`src/rtl/core/bfa_pkg.sv`:
```
// Shared types, codes and constants for the best-fit block allocator.
// No dependencies; every other file of the block imports this package.
`timescale 1ns / 1ps

package bfa_pkg;

  localparam int ADDR_W     = 13;
  localparam int LEN_W      = 14;
  localparam int OWN_W      = 16;
  localparam int MODE_W     = 2;
  localparam int STAT_W     = 3;
  localparam int GRAN_W     = 12;  // effective granule reaches 2048
  localparam int CFG_W      = 11;
  localparam int RND_W      = 15;  // rounded request can pass the pool size
  localparam int POOL_BYTES = 8192;
  localparam int MIN_GRAN   = 8;

  localparam logic [MODE_W-1:0] MODE_ALLOC = 2'd0;
  localparam logic [MODE_W-1:0] MODE_FREE  = 2'd1;
  localparam logic [MODE_W-1:0] MODE_CHECK = 2'd2;

  typedef enum logic [STAT_W-1:0] {
    ST_OK      = 3'd0,
    ST_BADSIZE = 3'd1,
    ST_NOMEM   = 3'd2,
    ST_FULL    = 3'd3,
    ST_UNKNOWN = 3'd4,
    ST_SHORT   = 3'd5
  } status_e;

  typedef enum logic [1:0] {
    UPD_NONE  = 2'd0,
    UPD_WRITE = 2'd1,
    UPD_SHIFT = 2'd2
  } upd_e;

  typedef enum logic [3:0] {
    S_IDLE,
    S_DIV,
    S_HGO,
    S_HSCAN,
    S_HUPD,
    S_HUPD2,
    S_BGO,
    S_BSCAN,
    S_OUT
  } fsm_e;

  typedef struct packed {
    logic [ADDR_W-1:0] addr;
    logic [LEN_W-1:0]  size;
  } hole_t;

  typedef struct packed {
    logic [OWN_W-1:0]  owner;
    logic [LEN_W-1:0]  req;
    logic [LEN_W-1:0]  act;
    logic [ADDR_W-1:0] addr;
  } blk_t;

  // Query travelling down the hole chain: best fit and neighbour search at once
  typedef struct packed {
    logic              vld;
    logic [RND_W-1:0]  rnd;
    logic [ADDR_W-1:0] addr;
    logic [LEN_W-1:0]  len;
    logic              found;
    logic              exact;
    logic [ADDR_W-1:0] paddr;
    logic [LEN_W-1:0]  psize;
    logic              lfound;
    logic [ADDR_W-1:0] laddr;
    logic [LEN_W-1:0]  lsize;
    logic              rfound;
    logic [LEN_W-1:0]  rsize;
  } hole_qry_t;

  // Query travelling down the block chain: address lookup or range check
  typedef struct packed {
    logic              vld;
    logic              chk;
    logic [OWN_W-1:0]  owner;
    logic [ADDR_W-1:0] addr;
    logic              found;
    logic [ADDR_W-1:0] faddr;
    logic [LEN_W-1:0]  freq;
    logic [LEN_W-1:0]  fact;
  } blk_qry_t;

  typedef struct packed {
    upd_e  cmd;
    hole_t ent;
  } hole_upd_t;

  typedef struct packed {
    upd_e cmd;
    blk_t ent;
  } blk_upd_t;

endpackage

```
`src/rtl/core/bfa_blk_cell.sv`:
```
// One cell of the granted-block chain: holds a record, matches the passing query.
// Depends on bfa_pkg.
`timescale 1ns / 1ps

module bfa_blk_cell #(
  parameter int IDX = 0,
  parameter int IW  = 6,
  parameter int CW  = 7
) (
  input  logic               clk_i,
  input  logic               rst_ni,
  input  logic [CW-1:0]      cnt_i,
  input  bfa_pkg::blk_qry_t  q_i,
  input  logic [IW-1:0]      idx_i,
  output bfa_pkg::blk_qry_t  q_o,
  output logic [IW-1:0]      idx_o,
  input  bfa_pkg::blk_upd_t  upd_i,
  input  logic [IW-1:0]      uidx_i,
  input  bfa_pkg::blk_t      nxt_i,
  output bfa_pkg::blk_t      ent_o
);
  import bfa_pkg::*;

  localparam logic [IW-1:0] MY_IDX = IW'(IDX);
  localparam logic [CW-1:0] MY_POS = CW'(IDX);

  blk_t             ent_q, ent_d;
  blk_qry_t         q_q, q_d;
  logic [IW-1:0]    i_q, i_d;
  logic             live, hit;
  logic [RND_W-1:0] req_end;

  assign live    = MY_POS < cnt_i;
  assign req_end = RND_W'(ent_q.addr) + RND_W'(ent_q.req);

  always_comb begin
    q_d = q_i;
    i_d = idx_i;
    if (q_i.chk) begin
      hit = (ent_q.owner == q_i.owner) && (ent_q.addr <= q_i.addr) &&
            (RND_W'(q_i.addr) < req_end);
    end else begin
      hit = ent_q.addr == q_i.addr;
    end
    if (q_i.vld && live && !q_i.found && hit) begin
      q_d.found = 1'b1;
      q_d.faddr = ent_q.addr;
      q_d.freq  = ent_q.req;
      q_d.fact  = ent_q.act;
      i_d       = MY_IDX;
    end
  end

  always_comb begin
    ent_d = ent_q;
    case (upd_i.cmd)
      UPD_WRITE: if (uidx_i == MY_IDX) ent_d = upd_i.ent;
      UPD_SHIFT: if (uidx_i <= MY_IDX) ent_d = nxt_i;
      default: ;
    endcase
  end

  always_ff @(posedge clk_i or negedge rst_ni) begin
    if (!rst_ni) begin
      q_q <= '0;
    end else begin
      q_q <= q_d;
    end
  end

  always_ff @(posedge clk_i) begin
    ent_q <= ent_d;
    i_q   <= i_d;
  end

  assign q_o   = q_q;
  assign idx_o = i_q;
  assign ent_o = ent_q;

endmodule

```
`config.mk`:
```
export PLATFORM = sky130hd
export DESIGN_NAME = bfa_blk_cell
export DESIGN_NICKNAME = d
export VERILOG_FILES = /design/src/rtl/core/bfa_pkg.sv /design/src/rtl/core/bfa_blk_cell.sv
export SDC_FILE = /design/constraint.sdc
export NUM_CORES = 1
export LEC_CHECK = 0
export ABC_AREA = 1
export BUFFER_PORTS_ARGS = -buffer_cell sky130_fd_sc_hd__buf_4
export CAP_MARGIN = 20
export CORE_AREA = 2 2 134 136
export DETAILED_ROUTE_END_ITERATION = 7
export DIE_AREA = 0 0 136 138
export GPL_TIMING_DRIVEN = 0
export PLACE_DENSITY = 0.74
export SLEW_MARGIN = 20
export SYNTH_ARGS = -nofsm -noshare
export SYNTH_HDL_FRONTEND = slang
export SYNTH_SLANG_ARGS = --single-unit
export TNS_END_PERCENT = 10
```
`constraint.sdc`:
```
create_clock -name clk_i -period 3.25 [get_ports clk_i]
set_clock_uncertainty 0.05 [all_clocks]
set_input_delay 0.65 -clock clk_i [delete_from_list [all_inputs] [get_ports clk_i]]
set_output_delay 0.65 -clock clk_i [all_outputs]
set_load 0.05 [all_outputs]
```
# Yosys cells after proc, flatten, opt, wreduce, memory -nomap -nowiden
# Index checks and enable logic that the tools add are counted.
# Widths: inputs -> output; s select.
[totals]
reg_bits = 136
input_bits = 210
output_inout_bits = 136
word_cells = 38
[op_classes]
add_sub_neg = 1
order_cmp = 4
eq_ne = 6
muxes = 5
reduce_logical = 9
[ops]
columns = ["operator", "count"]
rows = [
  ["$mux 57", 2],
  ["$pmux 57 s2", 1],
  ["$mux 42", 1],
  ["$eq 16x16->1", 1],
  ["$add 13x14->15", 1],
  ["$lt 13x15->1", 1],
  ["$eq 13x13->1", 1],
  ["$le 13x13->1", 1],
  ["$lt 1x7->1 const A", 1],
  ["$le 6x1->1 const B", 1],
  ["$logic_not 6->1", 1],
  ["$logic_and 1x1->1", 5],
  ["$ne 2x2->1 const B", 2],
  ["$reduce_and 3->1", 1],
  ["$eq 2x1->1 const B", 1],
  ["$eq 2x2->1 const B", 1],
  ["$reduce_bool 2->1", 1],
  ["$logic_not 1->1", 1],
  ["$mux 1", 1],
]

# Logic depth before layout (Yosys ltp)
[depth]
word_depth = 6
mapped_depth = 21
ltp_nobuf = 20

# Least setup slack after synthesis
# OpenSTA, ideal clock, no wires.
[synth_path]
path_type = "input -> register"
startpoint = "input port upd_i[57] in the netlist's numbering"
endpoint = "register ent_q, in the netlist ent_o[0] (enable)"
setup_ns = 0.619
arrival_time_ns = 6.621
required_time_ns = 2.581
setup_slack_ns = -4.040
cell_stages = 6
n_path_buf = 1
path_cell_list = "inv_1 > nand2_1 > inv_1 > clkbuf_1 > nor2_1 > nor4_1"
[synth_via]
elab_chain_cells = 3
elab_cells_between_ends = 6
classes_between = "eq/ne (4); reduce/logical (2)"
[synth_rtl]
columns = ["item", "line", "rtl"]
rows = [
  ["start, declared", "bfa_blk_cell.sv:17", "input bfa_pkg::blk_upd_t upd_i,"],
  ["$eq 2x2->1 / $eq 2x1->1 (equally long branches)", "bfa_blk_cell.sv:56", "case (upd_i.cmd)"],
  ["$ne 2x2->1 (no line) / $reduce_bool 2->1 (equally long branches)", "--", ""],
  ["$reduce_and 3->1 (no line) *", "--", ""],
  ["end signal, assigned", "bfa_blk_cell.sv:72", "ent_q <= ent_d;"],
  ["end, declared", "bfa_blk_cell.sv:27", "blk_t ent_q, ent_d;"],
]
# Every way passes the cells marked *; elsewhere a longest branch is shown, timed or not.
# A chain may end at the register's enable or synchronous reset.

==> metrics.txt <==
status=complete, no violations; Die Span X=136 um; antenna violations before repair=0; die area=18800 um^2; NumNets Final=1349; DR iter-0 viols=297; Max-slew headroom=36.0%; Max Cap Viol=0; Top FF cell, synth=dfrtp_1; crit path DAT=3480 ps; post-layout min period=3220 ps; Synth area leaders=dfrtp_1 (28%), edfxtp_1 (26%), nand2_1 (18%), ha_1 (7.3%), nand3_1 (4.1%); syn nets=965; setup TNS=0 ps; Routed WL per cell=17.0 um; Avg Cell Area, Syn=9.13 um^2; most frequent cells in the layout=buf_4 (362), nand2_1 (316), dfrtp_1 (73), edfxtp_1 (57), nand3_1 (48); Clock transition at path regs=60 ps; Worst-Skew Late Latency=410 ps; yosys warns=0; total CTS buffers=17; slowest CP cell=edfxtp_1; GRT overflow=0; leakage power=5.30 nW; crit share post-route=99.2%; worst path cell trace=ha_4 > nand2_1 > nor2_1 > nand2_1 > nand3_2 > inv_1 > o21bai_2 > xnor2_1 > ha_1 > inv_1 > nor3_2 > o21ai_2 > o311ai_2 > nand2_1 > nand2_2 > nand2_4 > buf_8 > buf_6 > nand3_1 > nand2_1; crit path kind=reg -> reg; Yosys cell types=31; Mapped Cells=716; vias per cell=4.76; Worst setup EP type=flip-flop; Critical Path Start Type=flip-flop; Synth area leader=dfrtp_1; share of layout cells above drive strength 1=40.0%; sequential fraction of the synthesis area=55.9%; CTS Sinks=136; H-Tree Depth=4; first-pass GRT wire length=33300 um; worst vdd ir=0.000332 V; Critical Path Fanout Max=10; root buffer cell=clkbuf_16; Tightest Pin Transition=960 ps; top achievable clock speed=0.310 GHz; Final Cell Area=10400 um^2; count of final hold-check violations=0; DP Wirelength=17700 um; remaining antenna violation count=0; most common cell after layout, fill and taps aside=buf_4; total placed cells including tap cells=1295; hold crit path type=in -> reg; CTS tree=done; n_diodes=0; DRC Markers=0; area grow syn2layout=58.6%; setup violators final=0; Pre-antenna DRT Iters=5; post-synthesis register bit count=136; final WL=22900 um; Cell Pwr Density=428 nW/um^2; num rows=49; fin cells=1342; EDFF count, synth=57; via count=6384; Placement Cell Area=9490 um^2; largest net degree at the start of global routing=74; setup repair after global routing missed its margin=yes; hold_buf cts=0; GRT Overall Usage=23.5%; Starting Density=37.3%; port bufs=345; most used cell, CP=nand2_1; Mapped Area=6540 um^2; Final GP Congestion=0.890; crit-path max cell delay=530 ps; chip height=138 um; worst endpoint required time=3500 ps; vias in the first global route=6331; Synth top area share=27.9%; # IOs=346; final-report max-slew violation count=0; async set or reset register ratio after synthesis=53.7%; CTS max path bufs=2; core outline area=17500 um^2
synthesized netlist by cell type, types with 5 or more instances:
library cell / instances
inv_1: 44
xnor2_1: 10
nand3_1: 54
a21oi_1: 19
a21boi_0: 6
dfrtp_1: 73
xor2_1: 13
nor2_1: 18
clkbuf_1: 11
nand2_1: 318
nor3_1: 9
buf_2: 5
dfxtp_1: 6
o21ai_0: 5
edfxtp_1: 57
ha_1: 38
logic make-up (layout without fill, tap and decap cells):
logic type      after synthesis  count (layout)  share of synthesized area, %
fa+ha+maj                    39              39                          7.58
buf+inv                      70             467                          4.80
simple gates                409             409                          25.1
compound gates               39              39                          3.46
flops                       136             136                          55.9
xor+xnor                     23              23                          3.08
flip-flops by register name (all words and copies together) (netlist names):
signal / cells
q_o: 73
ent_o: 57
idx_o: 6
through the flow:
step	util, %	hold WS (ps)	power [mW]	setup slack, ps
6_report	59.2	309	4.44	25.7
5_1_grt	59.2	289	4.61	-194
4_1_cts	57.4	292	4.46	13.4
3_5_place_dp	54.1	450	2.71	-176
3_3_place_gp	53.9	449	2.69	-1420
2_1_floorplan	-	304	2.31	-243
critical path, delay by kind of cell, from the launching register on:
kind                     cells  cell delay (ps)
XOR/XNOR                     1               80
flip-flops                   1              530
buffers and inverters        4              400
adder cells (fa/ha/maj)      2              640
AND/OR/NAND/NOR             10             1100
AO/OA/AOI/OAI                3              290
per-layer routing:
metal,track usage [%],share of wire [%],vias up
met4,7.95,2.8,0
li1,-,-,3087
met2,41.7,51,289
met5,0,0,-
met3,6.27,7.1,40
met1,27.3,39,2968
path summary, 6_finish.rpt:
| path | from | endpoint | slack, ps | depth (start not counted) |
|---|---|---|---|---|
| max | ent_o[2] | q_o[15] | 30 | 20 |
| max reg2reg | ent_o[2] | q_o[15] | 30 | 20 |
| max in group asynchronous | rst_ni | q_o[21] | 2180 | 1 |
| min in group asynchronous | rst_ni | q_o[6] | 330 | 1 |
| min | q_i[70] | q_o[70] | 310 | 1 |
| min reg2reg | ent_o[22] | q_o[9] | 460 | 2 |
where the power goes:
group          switching (mW)  internal, mW
clock                   0.739          1.01
sequential             0.0209          1.86
combinational           0.475         0.334
total                    1.23          3.20
final cells by class:
cell class	instances	area, um^2
Sequential cell	136	3660
Multi-Input combinational cell	510	2770
Inverter	44	165
Tap cell	229	287
Fill cell	1539	7160
Clock buffer	20	457
Timing Repair Buffer	365	2770
Buffer	26	191
Clock inverter	12	78.8
timing repair:
item | in CTS | in global routing
resized for setup | 4 | 46
pin swaps | 0 | 9
endpoints found under the setup margin | 42 | 48
setup buffers | 3 | 11
gates cloned | 0 | 1
No activity file was read; power rests on OpenSTA's default activity.
