## src/rtl/core/bfa_pkg.sv

```systemverilog
// Shared types, codes and constants for the best-fit block allocator.
// No dependencies; every other file of the block imports this package.
`timescale 1ns / 1ps

package bfa_pkg;

  localparam int ADDR_W     = 13;
  localparam int LEN_W      = 14;
  localparam int OWN_W      = 16;
  localparam int MODE_W     = 2;
  localparam int STAT_W     = 3;
  localparam int GRAN_W     = 12;  // effective granule reaches 2048
  localparam int CFG_W      = 11;
  localparam int RND_W      = 15;  // rounded request can pass the pool size
  localparam int POOL_BYTES = 8192;
  localparam int MIN_GRAN   = 8;

  localparam logic [MODE_W-1:0] MODE_ALLOC = 2'd0;
  localparam logic [MODE_W-1:0] MODE_FREE  = 2'd1;
  localparam logic [MODE_W-1:0] MODE_CHECK = 2'd2;

  typedef enum logic [STAT_W-1:0] {
    ST_OK      = 3'd0,
    ST_BADSIZE = 3'd1,
    ST_NOMEM   = 3'd2,
    ST_FULL    = 3'd3,
    ST_UNKNOWN = 3'd4,
    ST_SHORT   = 3'd5
  } status_e;

  typedef enum logic [1:0] {
    UPD_NONE  = 2'd0,
    UPD_WRITE = 2'd1,
    UPD_SHIFT = 2'd2
  } upd_e;

  typedef enum logic [3:0] {
    S_IDLE,
    S_DIV,
    S_HGO,
    S_HSCAN,
    S_HUPD,
    S_HUPD2,
    S_BGO,
    S_BSCAN,
    S_OUT
  } fsm_e;

  typedef struct packed {
    logic [ADDR_W-1:0] addr;
    logic [LEN_W-1:0]  size;
  } hole_t;

  typedef struct packed {
    logic [OWN_W-1:0]  owner;
    logic [LEN_W-1:0]  req;
    logic [LEN_W-1:0]  act;
    logic [ADDR_W-1:0] addr;
  } blk_t;

  // Query travelling down the hole chain: best fit and neighbour search at once
  typedef struct packed {
    logic              vld;
    logic [RND_W-1:0]  rnd;
    logic [ADDR_W-1:0] addr;
    logic [LEN_W-1:0]  len;
    logic              found;
    logic              exact;
    logic [ADDR_W-1:0] paddr;
    logic [LEN_W-1:0]  psize;
    logic              lfound;
    logic [ADDR_W-1:0] laddr;
    logic [LEN_W-1:0]  lsize;
    logic              rfound;
    logic [LEN_W-1:0]  rsize;
  } hole_qry_t;

  // Query travelling down the block chain: address lookup or range check
  typedef struct packed {
    logic              vld;
    logic              chk;
    logic [OWN_W-1:0]  owner;
    logic [ADDR_W-1:0] addr;
    logic              found;
    logic [ADDR_W-1:0] faddr;
    logic [LEN_W-1:0]  freq;
    logic [LEN_W-1:0]  fact;
  } blk_qry_t;

  typedef struct packed {
    upd_e  cmd;
    hole_t ent;
  } hole_upd_t;

  typedef struct packed {
    upd_e cmd;
    blk_t ent;
  } blk_upd_t;

endpackage

```

## src/rtl/core/bfa_hole_cell.sv

```systemverilog
// One cell of the free-hole chain: holds a hole, refines the passing query.
// Depends on bfa_pkg.
`timescale 1ns / 1ps

module bfa_hole_cell #(
  parameter int IDX      = 0,
  parameter int IW       = 7,
  parameter int CW       = 7,
  parameter bit IS_FIRST = 1'b0
) (
  input  logic                  clk_i,
  input  logic                  rst_ni,
  input  logic [CW-1:0]         cnt_i,
  input  bfa_pkg::hole_qry_t    q_i,
  input  logic [IW-1:0]         pidx_i,
  input  logic [IW-1:0]         lidx_i,
  input  logic [IW-1:0]         ridx_i,
  output bfa_pkg::hole_qry_t    q_o,
  output logic [IW-1:0]         pidx_o,
  output logic [IW-1:0]         lidx_o,
  output logic [IW-1:0]         ridx_o,
  input  bfa_pkg::hole_upd_t    upd_i,
  input  logic [IW-1:0]         uidx_i,
  input  bfa_pkg::hole_t        nxt_i,
  output bfa_pkg::hole_t        ent_o
);
  import bfa_pkg::*;

  localparam logic [IW-1:0] MY_IDX = IW'(IDX);
  localparam logic [CW-1:0] MY_POS = CW'(IDX);
  localparam hole_t         INIT   = IS_FIRST ? '{addr: '0, size: LEN_W'(POOL_BYTES)} : '0;

  hole_t            ent_q, ent_d;
  hole_qry_t        q_q, q_d;
  logic [IW-1:0]    p_q, p_d, l_q, l_d, r_q, r_d;
  logic             live;
  logic             ex, gt, take;
  logic [LEN_W-1:0] ent_end;
  logic [LEN_W-1:0] blk_end;

  assign live    = MY_POS < cnt_i;
  assign ent_end = {1'b0, ent_q.addr} + ent_q.size;
  assign blk_end = {1'b0, q_i.addr} + q_i.len;

  always_comb begin
    q_d  = q_i;
    p_d  = pidx_i;
    l_d  = lidx_i;
    r_d  = ridx_i;
    ex   = {1'b0, ent_q.size} == q_i.rnd;
    gt   = {1'b0, ent_q.size} > q_i.rnd;
    take = 1'b0;
    if (q_i.vld && live) begin
      // best fit: lowest-address exact hole, else smallest larger, lowest address
      if (ex) begin
        take = !q_i.exact || (ent_q.addr < q_i.paddr);
      end else if (gt && !q_i.exact) begin
        take = !q_i.found || (ent_q.size < q_i.psize) ||
               ((ent_q.size == q_i.psize) && (ent_q.addr < q_i.paddr));
      end
      if (take) begin
        q_d.found = 1'b1;
        q_d.exact = ex;
        q_d.paddr = ent_q.addr;
        q_d.psize = ent_q.size;
        p_d       = MY_IDX;
      end
      // neighbours of a block being returned
      if (ent_end == {1'b0, q_i.addr}) begin
        q_d.lfound = 1'b1;
        q_d.laddr  = ent_q.addr;
        q_d.lsize  = ent_q.size;
        l_d        = MY_IDX;
      end
      if ({1'b0, ent_q.addr} == blk_end) begin
        q_d.rfound = 1'b1;
        q_d.rsize  = ent_q.size;
        r_d        = MY_IDX;
      end
    end
  end

  always_comb begin
    ent_d = ent_q;
    case (upd_i.cmd)
      UPD_WRITE: if (uidx_i == MY_IDX) ent_d = upd_i.ent;
      UPD_SHIFT: if (uidx_i <= MY_IDX) ent_d = nxt_i;
      default: ;
    endcase
  end

  always_ff @(posedge clk_i or negedge rst_ni) begin
    if (!rst_ni) begin
      ent_q <= INIT;
      q_q   <= '0;
    end else begin
      ent_q <= ent_d;
      q_q   <= q_d;
    end
  end

  always_ff @(posedge clk_i) begin
    p_q <= p_d;
    l_q <= l_d;
    r_q <= r_d;
  end

  assign q_o    = q_q;
  assign pidx_o = p_q;
  assign lidx_o = l_q;
  assign ridx_o = r_q;
  assign ent_o  = ent_q;

endmodule

```

## config.mk

```make
export PLATFORM = sky130hd
export DESIGN_NAME = bfa_hole_cell
export DESIGN_NICKNAME = d
export VERILOG_FILES = /design/src/rtl/core/bfa_pkg.sv /design/src/rtl/core/bfa_hole_cell.sv
export SDC_FILE = /design/constraint.sdc
export NUM_CORES = 1
export LEC_CHECK = 0
export BUFFER_PORTS_ARGS = -buffer_cell sky130_fd_sc_hd__buf_2
export CAP_MARGIN = 20
export CORE_AREA = 4 4 144 146
export DETAILED_ROUTE_END_ITERATION = 12
export DIE_AREA = 0 0 148 150
export GPL_TIMING_DRIVEN = 0
export PLACE_DENSITY_LB_ADDON = 0.3
export SLEW_MARGIN = 10
export SYNTH_ARGS = -nofsm -noshare
export SYNTH_HDL_FRONTEND = slang
export SYNTH_SLANG_ARGS = --single-unit
```

## constraint.sdc

```tcl
create_clock -name clk_i -period 4.4 [get_ports clk_i]
set_input_delay 0.88 -clock clk_i [delete_from_list [all_inputs] [get_ports clk_i]]
set_output_delay 0.88 -clock clk_i [all_outputs]
set_load 0.01 [all_outputs]
```

## Yosys cells after proc, flatten, opt, wreduce, memory -nomap -nowiden

Index checks and enable logic that the tools add are counted.

- Output and inout bits: 163
- Input bits: 208
- Word-level logic and storage cells: 60
- Bits in registers: 163

- Equal/unequal tests: 8
- Multiplexer cells: 16
- Order comparisons: 5
- $add $sub $neg: 2
- Reduce and logical (&&, ||, !) cells: 11

Operator list:

| kind | count |
|---|---|
| $mux 72 | 1 |
| $mux 27 | 2 |
| $pmux 27 s2 | 1 |
| $mux 7 | 6 |
| $mux 29 | 1 |
| $add 13x14->14 | 2 |
| $mux 28 | 1 |
| $eq 14x15->1 | 1 |
| $gt 14x15->1 | 1 |
| $mux 15 | 1 |
| $eq 13x14->1 | 1 |
| $eq 14x13->1 | 1 |
| $eq 14x14->1 | 1 |
| $lt 14x14->1 | 1 |
| $lt 13x13->1 | 1 |
| $le 7x1->1 const B | 1 |
| $logic_not 7->1 | 1 |
| $lt 1x7->1 const A | 1 |
| $ne 2x2->1 const B | 2 |
| $logic_and 1x1->1 | 3 |
| $logic_or 1x1->1 | 3 |
| $mux 1 | 3 |
| $reduce_and 3->1 | 1 |
| $eq 2x1->1 const B | 1 |
| other kinds (3) | 4 |

## Depth between registers and ports, before layout

Gate-level depths: netlist of the first run.

- Depth after elaboration: 8
- Mapped depth: 11
- Depth with buffers taken out: 10

## Worst setup path after synthesis of the first run

Ideal clock, no wire load.

- Kind: input port to flip-flop
- Start point: input q_i[72] (netlist bit)
- End point: register q_q (netlist bit q_o[10])
- Slack: 836 ps
- Path buffers: 1
- Required time: 4275 ps
- Library setup time: 125 ps
- Data arrival time: 3439 ps
- Cell stages on the path: 10
- Cell sequence: ha_1 fa_1 a21o_1 a221oi_1 o21bai_1 a21oi_1 mux2_2 nor3_2 buf_4 mux2_2

RTL lines:

| what | RTL line | text |
|---|---|---|
| from (decl) | bfa_hole_cell.sv:14 | `input bfa_pkg::hole_qry_t q_i,` |
| to (signal assigned) | bfa_hole_cell.sv:98 | `q_q <= q_d;` |
| to (decl) | bfa_hole_cell.sv:34 | `hole_qry_t q_q, q_d;` |

==> results of run 1 <==
## metal layers
layer	GRT usage (%)	vias to the layer above	part of all wire [%]	routed length [µm]
met2	40.8	287	50	13300
met3	4.97	30	6.8	1780
met4	6.28	2	1.6	409
met1	29.8	3318	41	10900
li1	-	3342	-	-
met5	0	-	0.046	12
## kinds of logic after synthesis
group                      Yosys count  share of synthesized area, %
xor gates and xnor gates            38                          4.01
muxes                               98                          13.9
AOI/OAI and AO/OA                  144                          10.9
and+or+nand+nor                    142                          8.88
adders and majority gates           70                          10.7
buffers and inverters               70                          3.63
DFF                                163                          47.9
## registers in the layout, summed over array words and instances (netlist names)
name and cells:
pidx_o 7, q_o 115, ent_o 27, ridx_o 7, lidx_o 7
## critical path, cell delays in order
cell and delay, ns:
buf_2 0.13, ha_1 0.21, fa_1 0.40, a21o_1 0.19
a221oi_1 0.52, xnor2_1 0.18, nand4_1 0.16, nor4_1 0.38
nand4_1 0.17, nor3_2 0.50, buf_4 0.33, mux2_2 0.36
## final cells by class
cell class	instances	area [µm²]	area share, %
Buffer	21	118	1.06
Clock buffer	19	443	3.98
Inverter	49	184	1.65
Multi-Input combinational cell	492	4020	36.1
Sequential cell	163	3970	35.7
Timing Repair Buffer	371	1890	17.0
Clock inverter	13	174	1.56
Tap cell	265	332	2.98
## layout by cell type, fill, tap and decap left out, drive strengths merged, types with 5 or more instances in the layout
cell type and n:
xnor2 31, and3 5, clkbuf 30, ha 68, nand4 9, mux2 70, inv 53, nor2 47
nand2 21, o21ai 21, a21o 18, xor2 7, nand3 9, dfrtp 142, and2 7, buf 381
nor2b 18, nand2b 6, a21oi 66, nor3 6, dfxtp 21, mux2i 28, a211oi 6
## power breakdown
part,switching [mW],total (mW),internal [mW],leakage (nW)
Combinational,0.753,1.40,0.645,3.50
Sequential,0.214,1.84,1.62,1.81
Clock,0.634,1.55,0.920,0.296
## worst max path at each step
stage,slack [ns],startpoint,endpoint
CTS,0.24,q_i[86],q_o[11]
detailed placement,-0.12,q_i[86],q_o[11]
global placement,-0.14,q_i[86],q_o[11]
global route,0.05,ent_o[1],q_o[41]
finish,0.28,q_i[86],q_o[11]
floorplan,0.84,q_i[72],q_o[10]
## stage by stage
stage / utilization, % / cell area, µm² / TNS [ns]
2_1_floorplan: - / 8300 / 0
3_3_place_gp: 54.0 / 10500 / -1.46
3_5_place_dp: 54.2 / 10500 / -1.11
4_1_cts: 57.4 / 11100 / 0
5_1_grt: 57.4 / 11100 / 0
6_report: 57.4 / 11100 / 0
==> summary.txt, run 1 <==
Detailed routing
  – WL per Instance: 18.9 µm
  – Residual DRC: 0
  – Drt initial violations: 348
  – First-pass detailed-route iteration total: 7
  – Vias per inst: around 5.0
  – Post-route ant nets: 0
  – Vias: 6979
  – DRT Wirelength: 26.3 mm

Clock network
  – CTS Buffer Depth: 2
  – CTS H-Tree Depth: 4
  – Later-pin clock latency in the skew report: 0.43 ns
  – Setup repair bufs after CTS: 0
  – Hold-fix buffers, CTS: 0
  – Clock sink total: 163
  – CTS clock-pin slew for the worst setup and hold paths: 0.08 ns
  – Number of buffers created by CTS: 17
  – Resized Gates After CTS: 0
  – Clk Tree Root Cell: clkbuf_16
  – TritonCTS clock tree: yes

Placed design
  – DP HPWL: between 20 and 25 mm
  – Placed Instances: 1361
  – Dpl ws: -0.121 ns
  – # port buffers: 370
  – GP Congestion: between 0.8 and 0.9

Critical path
  – WP data required: roughly 4.7 ns
  – Worst EP arrival: between 4 and 5 ns
  – R2R depth: 10
  – CP Launch Type: input pin
  – Reg2reg setup slack: 0.39 ns
  – Worst setup EP type: flop
  – Critical path class: input pin to flop
  – R2r startpoint: ent_o[24]
  – Worst reg2reg endpoint: q_o[28]
  – Worst-path fanout max: 10

Power and ir drop
  – Total Power: 4.79 mW
  – Leakage: 5.61 nW
  – Pwr per Cell Area: about 430 nW/µm²
  – Peak supply drop: 0.244 mV

Logic synthesis
  – FF+latch count, synth: 163
  – Primary FF master, synth: dfrtp_1
  – Post-Syn Nets: 1003
  – Seq/Total Area, Yosys: 47.9%
  – Distinct cells, synth: 61
  – Yosys warns: 0
  – Synth area leaders: dfrtp_1 43%, ha_1 10%, dfxtp_1 5.1%
  – Post-synth top cells: 142 x dfrtp_1, 68 x ha_1, 65 x a21oi_1
  – Number of flops mapped to enable cells by yosys: 0
  – Cell with the most instances after synthesis: dfrtp_1
  – Post-synth ARST share: 87.1%
  – Top-area cell type share of the netlist area: 42.8%
  – Post-synth top area cell: dfrtp_1
  – Synthesized area: 8300 µm²
  – Mean Syn Cell Area: 11.4 µm²
  – Cells after Synth: 725

Cells and area
  – Layout Area Growth over Synthesis: 34.2%
  – Fillcell total: 1745
  – Layout cells sized above 1: 42.5%
  – Non-filler cells, final: between 1k and 1.5k
  – Layout Nets: 1393
  – Ant. Diodes: 0

Worst hold path
  – Worst hold path class: input pin to async pin

Timing
  – RSZ-0062 raised after global routing: no
  – Worst Skew: just under 0.02 ns
  – Max Transition Viols Final: 0
  – Final worst path period share: between 90 and 100%
  – Final Hold Vio Count: 0
  – Relative slew slack: 25.2%
  – Period minus WS final: about 4 ns
  – # setup viols final: 0
  – Final setup margin: 0.284 ns
  – Max Freq: 243 MHz
  – Hold slack final: 0.392 ns
  – Slew @ Worst Pin: 1.11 ns

Floorplanning
  – Io pins: about 370
  – Die area: 22200 µm²
  – Die width: about 150 µm
  – Die height: 150 µm
  – Std cell rows: 51
  – Initial Util: a little over two fifths
  – Core footprint: 19400 µm²

Global routing
  – First-pass GRT wire length: 39.9 mm
  – Vias in the first global route: 7093
  – Largest net degree at the start of global routing: 73
  – GRT Overall Usage: a little under a quarter
  – GRT Residual Overflow: 0
  – Initial antenna violation count: 1

Status
  – Status: complete, no violations

Flow run
  – Maxcap violations: 0
Note: power is estimated with default switching activity, not from simulation.
==> run 2: changes to the inputs <==
Settings changed: ABC_AREA set to 1, CAP_MARGIN 20 to 25, CORE_AREA 4 4 144 146 to 4 4 142 144, DIE_AREA 0 0 148 150 to 0 0 146 148, GPL_ROUTABILITY_DRIVEN set to 1.
==> run 2 against run 1 <==
Maximum frequency is 33% higher. Worst hold slack lost 0.016 ns. Via count increased by 37%. Sequential power hardly changed. Count of clock-buffer cells in the layout shrank 2. Combinational power is 13% higher. Cell area grew 8.6%. Non-clock buffer count up 13. Sequential share of layout area fell by 2.8 points. Sequential cell count did not move. First-iteration DRC count grew 54%. Register-to-register slack improved by 0.99 ns. Critical path type unchanged. Critical endpoint is now q_o[13]. Largest cell class unchanged.
==> summary.txt, run 2 <==
Status
  – Status: complete, no violations (unchanged)

Critical path
  – Critical path class: input pin to flop (unchanged)
  – Reg2reg setup slack: 1.38 ns (was 0.39 ns)
  – Worst-path fanout max: 10 (unchanged)
  – Worst setup EP type: flop (unchanged)
  – WP data required: 4.73 ns (was 4.70 ns)
  – R2R depth: 11 (was 10)
  – Worst reg2reg endpoint: q_o[63] (was q_o[28])
  – R2r startpoint: ent_o[26] (was ent_o[24])
  – Worst EP arrival: 3.41 ns (was 4.41 ns)
  – CP Launch Type: input pin (unchanged)

Detailed routing
  – Residual DRC: 0 (unchanged)
  – Vias: 9541 (was 6979)
  – Post-route ant nets: 0 (unchanged)
  – Vias per inst: 5.09 (was 5.01)
  – Drt initial violations: 536 (was 348)
  – First-pass detailed-route iteration total: 5 (was 7)
  – WL per Instance: 17.1 µm (was 18.9 µm)
  – DRT Wirelength: 32.0 mm (was 26.3 mm)

Clock network
  – Setup repair bufs after CTS: 0 (unchanged)
  – CTS clock-pin slew for the worst setup and hold paths: 0.08 ns (about the same)
  – Number of buffers created by CTS: 17 (unchanged)
  – Clock sink total: 163 (unchanged)
  – Clk Tree Root Cell: clkbuf_16 (unchanged)
  – CTS H-Tree Depth: 4 (unchanged)
  – CTS Buffer Depth: 2 (unchanged)
  – Hold-fix buffers, CTS: 0 (unchanged)
  – Resized Gates After CTS: 0 (unchanged)
  – Later-pin clock latency in the skew report: 0.43 ns (about the same)
  – TritonCTS clock tree: yes (unchanged)

Floorplanning
  – Core footprint: 18700 µm² (was 19400 µm²)
  – Die area: 21600 µm² (was 22200 µm²)
  – Initial Util: 49.8% (was 42.8%)
  – Io pins: 371 (unchanged)
  – Std cell rows: 50 (was 51)
  – Die height: 148 µm (was 150 µm)
  – Die width: 146 µm (was 148 µm)

Logic synthesis
  – Post-Syn Nets: 1512 (was 1003)
  – Top-area cell type share of the netlist area: 38.1% (was 42.8%)
  – Yosys warns: 0 (unchanged)
  – Post-synth ARST share: 87.1% (unchanged)
  – Cell with the most instances after synthesis: nand2_1 (was dfrtp_1)
  – Cells after Synth: 1234 (was 725)
  – FF+latch count, synth: 163 (unchanged)
  – Number of flops mapped to enable cells by yosys: 0 (unchanged)
  – Seq/Total Area, Yosys: 42.7% (was 47.9%)
  – Post-synth top cells: 373 x nand2_1, 272 x inv_1, 142 x dfrtp_1 (was 142 x dfrtp_1, 68 x ha_1, 65 x a21oi_1)
  – Mean Syn Cell Area: 7.55 µm² (was 11.4 µm²)
  – Synthesized area: 9320 µm² (was 8300 µm²)
  – Distinct cells, synth: 31 (was 61)
  – Synth area leaders: dfrtp_1 38%, nand2_1 15%, inv_1 11% (was dfrtp_1 43%, ha_1 10%, dfxtp_1 5.1%)
  – Post-synth top area cell: dfrtp_1 (unchanged)
  – Primary FF master, synth: dfrtp_1 (unchanged)

Power and ir drop
  – Peak supply drop: 0.284 mV (was 0.244 mV)
  – Logic pwr share: 32.3% (was 29.2%)
  – Seq pwr share: 37.3% (was 38.3%)
  – Clock Power Share: 30.3% (was 32.5%)
  – P_int: 2.98 mW (was 3.19 mW)
  – Pwr per Cell Area: 405 nW/µm² (was 430 nW/µm²)
  – Leakage: 7.29 nW (was 5.61 nW)
  – NetSw: 1.91 mW (was 1.60 mW)
  – Switching share of power: 39.1% (was 33.4%)
  – Total Power: 4.89 mW (was 4.79 mW)

Cells and area
  – Most common cell after layout, fill and taps aside: buf_2 (unchanged)
  – Max reg flops: 115 (unchanged)
  – Layout Area Growth over Synthesis: 29.7% (was 34.2%)
  – Layout cells sized above 1: 26.9% (was 42.5%)
  – Non-filler cells, final: 1874 (was 1393)
  – Most frequent cells in the layout: 388 x buf_2, 373 x nand2_1, 272 x inv_1, 142 x dfrtp_1, 70 x nand3_1 (was 370 x buf_2, 142 x dfrtp_1, 68 x ha_1, 65 x a21oi_1, 49 x inv_1)
  – Layout Nets: 1902 (was 1393)

Timing
  – Final worst path period share: 70.2% (was 93.5%)
  – Worst Skew: 0.0132 ns (was 0.0194 ns)
  – Final Hold Vio Count: 0 (unchanged)
  – Slew @ Worst Pin: 0.789 ns (was 1.11 ns)
  – Fin Setup TNS: 0 ns (unchanged)
  – Max Freq: 324 MHz (was 243 MHz)
  – # setup viols final: 0 (unchanged)
  – RSZ-0062 raised after global routing: no (unchanged)
  – Relative slew slack: 47.4% (was 25.2%)
  – Period minus WS final: 3.09 ns (was 4.12 ns)
  – Max Transition Viols Final: 0 (unchanged)

Placed design
  – DP HPWL: 25.7 mm (was 20.6 mm)
  – GP Congestion: 0.884 (was 0.864)
  – # port buffers: 370 (unchanged)
  – Placed Instances: 1839 (was 1361)

Global routing
  – Vias in the first global route: 9503 (was 7093)
  – First-pass GRT wire length: 49.8 mm (was 39.9 mm)
  – Largest net degree at the start of global routing: 91 (was 73)
  – Initial antenna violation count: 7 (was 1)
  – GRT Residual Overflow: 0 (unchanged)
  – GRT Overall Usage: 29.5% (was 23.5%)

Flow run
  – Maxcap violations: 0 (unchanged)

Worst hold path
  – Worst hold path class: input pin to async pin (unchanged)
run 2: cell type report:
type / instances / area, µm²
Multi-Input combinational cell: 760 / 4130
Antenna cell: 3 / 7.51
Clock buffer: 17 / 425
Sequential cell: 163 / 3970
Tap cell: 234 / 293
Timing Repair Buffer: 371 / 1890
Fill cell: 1654 / 6620
Clock inverter: 15 / 160
Buffer: 34 / 174
Inverter: 277 / 1040
run 2: worst max path at each step:
stage / start / endpoint / slack [ns] / cells after the start
6_report: q_i[86] / q_o[13] / 1.31 / 16
3_3_place_gp: rst_ni / q_o[81] / 0.49 / 1
5_1_grt: q_i[86] / q_o[13] / 1.07 / 17
4_1_cts: q_i[86] / q_o[13] / 1.37 / 16
3_5_place_dp: q_i[86] / q_o[13] / 0.93 / 16
2_1_floorplan: q_i[72] / q_o[10] / 1.61 / 15
run 2: worst max-delay path: stages:
cell and delay [ns]:
buf_2 0.12, ha_1 0.27, fa_1 0.49, nand3_1 0.14, nand3_1 0.10, nand2_1 0.09, nand2_1 0.08, nand2_1 0.09
nand3b_1 0.07, nand2_1 0.07, inv_1 0.05, nor2_2 0.34, buf_2 0.29, nand4_1 0.17, nand2_1 0.12, inv_1 0.05
run 2: metal layers:
| layer | track usage, % | routed length, µm |
|---|---|---|
| met1 | 36.0 | 12700 |
| met2 | 51.2 | 15700 |
| met3 | 7.05 | 2690 |
| met4 | 10.5 | 979 |
| met5 | 0 | 53 |
run 2: cells by family after synthesis:
family | Yosys count | synth area share, %
adder cells (fa/ha/maj) | 70 | 9.56
AO/OA/AOI/OAI | 105 | 6.47
flip-flops | 163 | 42.7
buffers and inverters | 311 | 13.0
AND/OR/NAND/NOR | 561 | 26.0
XOR/XNOR | 24 | 2.26
run 2: through the flow:
step | util (%) | setup slack, ns | hold slack [ns] | cell area (µm²)
2_1_floorplan | - | 1.61 | 0.550 | 9320
3_3_place_gp | 61.3 | 0.487 | 0.605 | 11500
3_5_place_dp | 61.5 | 0.932 | 0.616 | 11500
4_1_cts | 64.6 | 1.37 | 0.389 | 12100
5_1_grt | 64.6 | 1.07 | 0.397 | 12100
6_report | 64.6 | 1.31 | 0.375 | 12100
run 2: power groups by stage:
stage / Sequential, mW / Combinational, mW / Clock [mW]
floorplan: 1.82 / 0.966 / 0
global placement: 1.85 / 1.52 / 0
detailed placement: 1.85 / 1.57 / 0
CTS: 1.82 / 1.58 / 1.50
global route: 1.84 / 1.80 / 1.57
finish: 1.83 / 1.58 / 1.48
